[src/rtl/rca_pkg.sv]
// Shared constants and types for the reference-counted channel allocator.
package rca_pkg;

  localparam int MAX_CHANNELS = 64;
  localparam int KEY_BITS     = 16;

  localparam int IDX_W   = (MAX_CHANNELS > 1) ? $clog2(MAX_CHANNELS) : 1;
  localparam int HW_W    = $clog2(MAX_CHANNELS + 1);
  localparam int COUNT_W = 16;
  localparam int KEY_W   = KEY_BITS;

  // Port field widths
  localparam int DEST_KEY_W = 16;
  localparam int CHANNEL_W  = 6;
  localparam int STATUS_W   = 3;
  localparam int BUS_SIZE_W = 7;

  // Request kinds
  localparam logic KIND_ALLOC   = 1'b0;
  localparam logic KIND_RELEASE = 1'b1;

  // Result status codes
  localparam logic [STATUS_W-1:0] ST_REUSED     = 3'd0;
  localparam logic [STATUS_W-1:0] ST_NEW        = 3'd1;
  localparam logic [STATUS_W-1:0] ST_FREED      = 3'd2;
  localparam logic [STATUS_W-1:0] ST_HELD       = 3'd3;
  localparam logic [STATUS_W-1:0] ST_NOT_FOUND  = 3'd4;
  localparam logic [STATUS_W-1:0] ST_NO_FREE    = 3'd5;
  localparam logic [STATUS_W-1:0] ST_COUNT_FULL = 3'd6;

  // Cell update operations
  localparam logic [1:0] OP_NEW = 2'd0;
  localparam logic [1:0] OP_INC = 2'd1;
  localparam logic [1:0] OP_DEC = 2'd2;

  localparam logic [COUNT_W-1:0] COUNT_MAX = '1;

  // Search token that walks down the row of cells
  typedef struct packed {
    logic             valid;
    logic             kind;
    logic [KEY_W-1:0] key;
    logic             hit;
    logic [IDX_W-1:0] hit_idx;
    logic             hit_full;
    logic             hit_one;
    logic             free_hit;
    logic [IDX_W-1:0] free_idx;
  } rca_tok_t;

  // Update broadcast to all cells
  typedef struct packed {
    logic             en;
    logic [1:0]       op;
    logic [IDX_W-1:0] idx;
    logic [KEY_W-1:0] key;
  } rca_wr_t;

endpackage

[src/rtl/rca_cell.sv]
// One channel entry: owner key, reference count and one search token stage.
module rca_cell import rca_pkg::*; (
  input  logic             clk,
  input  logic             rst_n,
  input  logic [IDX_W-1:0] cell_idx,
  input  rca_tok_t         tok_in,
  input  rca_wr_t          wr,
  output rca_tok_t         tok_out
);

  logic [KEY_W-1:0]   key_r;
  logic [COUNT_W-1:0] cnt_r;
  logic [COUNT_W-1:0] cnt_nxt;
  rca_tok_t           tok_r;
  rca_tok_t           tok_nxt;
  logic               live;
  logic               sel;

  assign live = (cnt_r != '0);
  assign sel  = wr.en && (wr.idx == cell_idx);

  // Mark the token with the first live owner and the first free entry
  always_comb begin
    tok_nxt = tok_in;
    if (tok_in.valid) begin
      if (!tok_in.hit && live && (key_r == tok_in.key)) begin
        tok_nxt.hit      = 1'b1;
        tok_nxt.hit_idx  = cell_idx;
        tok_nxt.hit_full = (cnt_r == COUNT_MAX);
        tok_nxt.hit_one  = (cnt_r == COUNT_W'(1));
      end
      if (!tok_in.free_hit && !live) begin
        tok_nxt.free_hit = 1'b1;
        tok_nxt.free_idx = cell_idx;
      end
    end
  end

  always_comb begin
    cnt_nxt = cnt_r;
    if (sel) begin
      case (wr.op)
        OP_NEW:  cnt_nxt = COUNT_W'(1);
        OP_INC:  cnt_nxt = cnt_r + COUNT_W'(1);
        OP_DEC:  cnt_nxt = cnt_r - COUNT_W'(1);
        default: cnt_nxt = cnt_r;
      endcase
    end
  end

  always_ff @(posedge clk) begin
    if (!rst_n) begin
      cnt_r <= '0;
      tok_r <= '0;
    end else begin
      cnt_r <= cnt_nxt;
      tok_r <= tok_nxt;
    end
  end

  always_ff @(posedge clk) begin
    if (sel && (wr.op == OP_NEW)) begin
      key_r <= wr.key;
    end
  end

  assign tok_out = tok_r;

endmodule

[config.mk]
export PLATFORM = sky130hd
export DESIGN_NAME = rca_cell
export DESIGN_NICKNAME = d
export VERILOG_FILES = /design/src/rtl/rca_pkg.sv /design/src/rtl/rca_cell.sv
export SDC_FILE = /design/constraint.sdc
export NUM_CORES = 1
export LEC_CHECK = 0
export CORE_MARGIN = 2
export CORE_UTILIZATION = 46
export CTS_BUF_LIST = sky130_fd_sc_hd__clkbuf_2 sky130_fd_sc_hd__clkbuf_4 sky130_fd_sc_hd__clkbuf_8
export CTS_CLUSTER_DIAMETER = 60
export DETAILED_ROUTE_END_ITERATION = 16
export DONT_BUFFER_PORTS = 1
export PLACE_DENSITY = 0.72
export SYNTH_ARGS = -nofsm -noshare
export SYNTH_HDL_FRONTEND = slang
export SYNTH_SLANG_ARGS = --single-unit
[constraint.sdc]
create_clock -name clk -period 5.35 [get_ports clk]
set_input_delay 0.2675 -clock clk [delete_from_list [all_inputs] [get_ports clk]]
set_output_delay 0.2675 -clock clk [all_outputs]
set_load 0.005 [all_outputs]
### Yosys cells after proc, flatten, opt, wreduce, memory -nomap -nowiden

Cells that the tools add are included.

| storage, ports and cells | value |
|---|---|
| flip-flop bits (word level) | 66 |
| output and inout port bits | 34 |
| bits of input ports | 67 |
| logic and storage cells | 35 |

| operators by class | value |
|---|---|
| add/sub/neg operators | 2 |
| reduce and logical (&&, ||, !) cells | 12 |
| muxes and demuxes | 4 |
| equality and inequality tests | 6 |

Operator list:

| operator | count |
|---|---|
| case mux 16 bit (3 select lines) | 1 |
| adder 16 x 1 -> 16 bit (second input constant) | 1 |
| equality test 16 x 1 -> 1 bit (second input constant) | 1 |
| equality test 16 bit | 1 |
| equality test 16 bit (second input constant) | 1 |
| 2-to-1 mux 16 bit | 1 |
| nonzero test 16 bit | 1 |
| subtractor 16 x 1 -> 16 bit (second input constant) | 1 |
| 2-to-1 mux 9 bit | 1 |
| 2-to-1 mux 7 bit | 1 |
| equality test 6 bit | 1 |
| logical AND 1 bit | 5 |
| zero test 1 bit | 3 |
| nonzero test 3 bit | 1 |
| equality test 2 x 1 -> 1 bit (second input constant) | 1 |
| equality test 2 bit (second input constant) | 1 |
| zero test 2 bit | 1 |
| AND reduction 2 bit | 1 |

### Longest topological paths before layout

| logic depth | value |
|---|---|
| depth in word-level cells | 5 |
| mapped depth | 9 |

### Worst setup path before layout

Ideal clock, no wire load.

| timing path | value |
|---|---|
| kind | register -> register |
| start point | reg cnt_r[4] |
| end point | reg cnt_r[12] |
| arrival time | 2077 ps |
| slack | 3152 ps |
| cell stages (with the launch flop) | 9 |
| clock period less this slack | 2198 ps |
| data required time | 5230 ps |
| path through | dfxtp_1 buf_6 or4_1 buf_2 or4b_4 nor3_2 xnor2_1 o32a_1 o22ai_2 |

| on the way | value |
|---|---|
| longest elaborated chain between the ends | 2 |
| elaborated cells between the ends (all ways) | 3 |
| those cells by class | add/sub: 2; mux: 1 |

Ends and longest elaborated chain:

| item | RTL line | RTL |
|---|---|---|
| start, declared | rca_cell.sv:12 | `logic [COUNT_W-1:0] cnt_r;` |
| start signal, assigned | rca_cell.sv:56 | `cnt_r <= cnt_nxt;` |
| subtractor 16 x 1 -> 16 bit or adder 16 x 1 -> 16 bit (tied branches) | rca_cell.sv:45, rca_cell.sv:44 |  |
| case mux 16 bit (3 select lines) (*) | rca_cell.sv:42 | `case (wr.op)` |

Mark *: on every way between the ends. The rest lies on a longest branch, timed or not.
A chain may end at the register's enable or synchronous reset.

### Worst setup path after layout

| timing path | value |
|---|---|
| start point | reg cnt_r[5] |
| end point | reg tok_r, in the netlist tok_out[12] |

| on the way | value |
|---|---|
| longest elaborated chain between the ends | 5 |

Ends and longest elaborated chain:

| item | RTL line | RTL |
|---|---|---|
| nonzero test 16 bit | rca_cell.sv:19 | `assign live = (cnt_r != '0);` |
| logical AND 1 bit (2 in a row) | rca_cell.sv:26 | `if (!tok_in.hit && live && (key_r == tok_in.key)) begin` |
| 2-to-1 mux 9 bit | rca_cell.sv:26 |  |
| 2-to-1 mux 16 bit | rca_cell.sv:25 | `if (tok_in.valid) begin` |
| end signal, assigned | rca_cell.sv:57 | `tok_r <= tok_nxt;` |
| end, declared | rca_cell.sv:14 | `rca_tok_t tok_r;` |

No other way between the ends.

==> results.md <==
- Final Max Slew Viols: 0
- Area fraction in compound gates after synthesis: 14.6%
- CP required: 5590 ps
- PD cells: 301 nW/um^2
- Post-Synth Adder-Cell Area: 3.07%
- Power share of the sequential group: 50.0%
- TritonCTS clock tree: yes
- Largest fanout on the critical path: 11
- Post-synthesis xor/xnor area fraction: 6.71%
- Sequential fraction of the synthesis area: 45.4%
- Rel. slew slack: 49.4%
- Post-synth cell types: 57
- Drt wl/cell: 16.9 um
- WL final: 7490 um
- Leak: 1.34 nW
- Pin slew with the least headroom to its limit: 759 ps
- Most frequent cells in the layout: dfxtp_1, nand2_1, and2_1
- Synth Area in Simple Gates: 22.4%
- Die Footprint: 7780 um^2
- Buffers & Inverters on Critical Path: 0
- Number of max-cap violations: 0
- Worst Skew: 7.41 ps
- Final hold vios: 0
- Slowest CP cell: or4_1
- Startpoint Class: register
- Clock power share: 43.7%
- CTS H-tree depth: 3
- Top Ports: 101
- Mapped Area: 3260 um^2
- Final worst setup slack: 2830 ps
- Initial DRC Count: 207
- Status: finished, final reports clean
- Crit path cell chain: or4_1 > nor4_1 > and2_1 > nand3b_1 > mux2i_1 > nor2b_1
- Min-delay worst type: in -> reg
- Max frequency: 398 MHz
- Setup bufs post-CTS: 0
- Mapped Cells: 346
- Core area: 6830 um^2
- Maximum clock path buffer count: 2
- Total congestion overflow: 0
- DP HPWL: 5320 um
- Max VDD drop: 0.150 mV
- Via density: 5.82
- R2R setup slack: 2830 ps
- Largest net degree at the start of global routing: 48
- Vias in the first global route: 2364
- Largest family of logic cells by synthesized area: simple AND/OR/NAND/NOR gates
- RD Place Congestion: 0.859
- DR DRC count: 0
- Most used flip-flop cell after synthesis: dfxtp_1
- GR Util All Layers: 19.2%
- Initial antenna violation count: 0
- CP Data Arrival Time: 2750 ps
- Synth area leaders: dfxtp_1, edfxtp_1, xnor2_1
- Net Count, Synth: 421
- Final core utilization: 52.1%
- Post-DRT Antenna Nets: 0
- Yosys reg bits: 66
- Cell internal pwr: 0.833 mW
- Nets@finish: 417
- Ratio of cells with drive above 1 in the final layout: 6.92%
- Initial Utilization: 47.8%
- CP max stage delay: 640 ps
- Post-synthesis mux area share: 2.15%
- Final Critical Period: 2520 ps
- Final TNS setup: 0 ps
- Root Driver: clkbuf_8
- Final Cycle Share: 47.0%
- Critical path's top delay family: simple AND/OR/NAND/NOR gates
- Comb pwr share: 6.3%
- Ys Warns: 0
- Clk_lat worst skew: 340 ps
- Critical path class: reg -> reg
- IO buf count: 0
- DP Worst Slack: 2850 ps
- Clk sinks: 66
- Worst-path clk slew: 70 ps
- Most common cell after layout, fill and taps aside: dfxtp_1
- First-pass GRT wire length: 11400 um
- RSZ-0062 raised after global routing: no
- CTS Buf Count: 9
- Routed vias: 2578
- P&R area growth vs syn: 9.05%
- N_diodes: 0
- Synth top area share: 30.7%
- EDFF count, synth: 16
- TritonRoute pass-1 iters: 6
- Die H: 88.2 um
- Final Setup Violations: 0
- Hold slack: 15.0 ps
- Synth area leader: dfxtp_1
- Site Rows: 30
- DIE WIDTH: 88.2 um
- Sw power: 0.237 mW
- Mapped Avg Cell Area: 9.43 um^2
- Switching Fraction: 22.2%
- Share of flip-flops with an asynchronous set or reset: 0%
- Nature of the critical path endpoint: register
==> repair_timing <==
action / CTS / global route
endpoints found under the hold margin: 0 / 8
hold buffers: 0 / 8
resized for setup: 0 / 0
==> final cells by class <==
cell class | instances | area [um^2]
clock inverter | 5 | 80.1
inverter | 15 | 56.3
fill | 634 | 3270
timing repair buffer | 9 | 87.6
clock buffer | 11 | 139
sequential | 66 | 1480
multi-input combinational | 241 | 1590
tap | 96 | 120
==> routing by layer <==
layer	wire length (um)	part of all wire (%)	GRT usage [%]	vias to the layer above
met5	0	0	0	-
met4	156	2.1	8.40	0
met3	556	7.4	4.48	15
met2	3640	49	33.2	103
met1	3130	42	22.7	1234
li1	-	-	-	1226
==> kinds of logic after synthesis <==
logic type                 count (synthesis)
adders and majority gates                  8
DFF                                       66
buffers and inverters                     39
muxes                                      7
AOI/OAI and AO/OA                         68
xor gates and xnor gates                  25
and+or+nand+nor                          133
==> state kept, by name, summed over array words and instances (netlist names) <==
register,count
cnt_r,16
key_r,16
tok_out,34
==> synthesized netlist by cell type, drive strengths merged (4+ instances only) <==
cell type,number
a21boi,4
a21oi,8
a31oi,6
and2,21
and4,4
buf,12
clkbuf,12
dfxtp,50
edfxtp,16
ha,8
inv,13
mux2i,7
nand2,25
nand3,17
nand4,7
nor2,17
nor2b,8
nor3,9
nor4,7
o21ai,16
o22ai,6
xnor2,17
xor2,8
==> through the flow <==
step | total power, mW | instance area [um^2] | cells
CTS | 1.07 | 3480 | 435
finish | 1.07 | 3560 | 443
detailed placement | 0.609 | 3260 | 419
floorplan | 0.601 | 3260 | 346
global placement | 0.606 | 3260 | 419
global route | 1.11 | 3560 | 443
==> path summary, 6_finish.rpt <==
kind,startpoint,endpoint,depth (start not counted)
max reg2reg,cnt_r[5]$_SDFFE_PN0P_,tok_out[12]$_SDFF_PN0_,6
min reg2reg,cnt_r[13]$_SDFFE_PN0P_,cnt_r[13]$_SDFFE_PN0P_,2
max,cnt_r[5]$_SDFFE_PN0P_,tok_out[12]$_SDFF_PN0_,6
min,wr[14],key_r[14]$_DFFE_PP_,0
==> power by group through the flow <==
stage          sequential [mW]  combinational, mW  clock (mW)
2_1_floorplan            0.544             0.0574           0
6_report                 0.535             0.0669       0.468
5_1_grt                  0.537             0.0741       0.495
4_1_cts                  0.536             0.0622       0.474
3_3_place_gp             0.547             0.0593           0
3_5_place_dp             0.547             0.0617           0
Note: power is estimated with default switching activity, not from simulation.
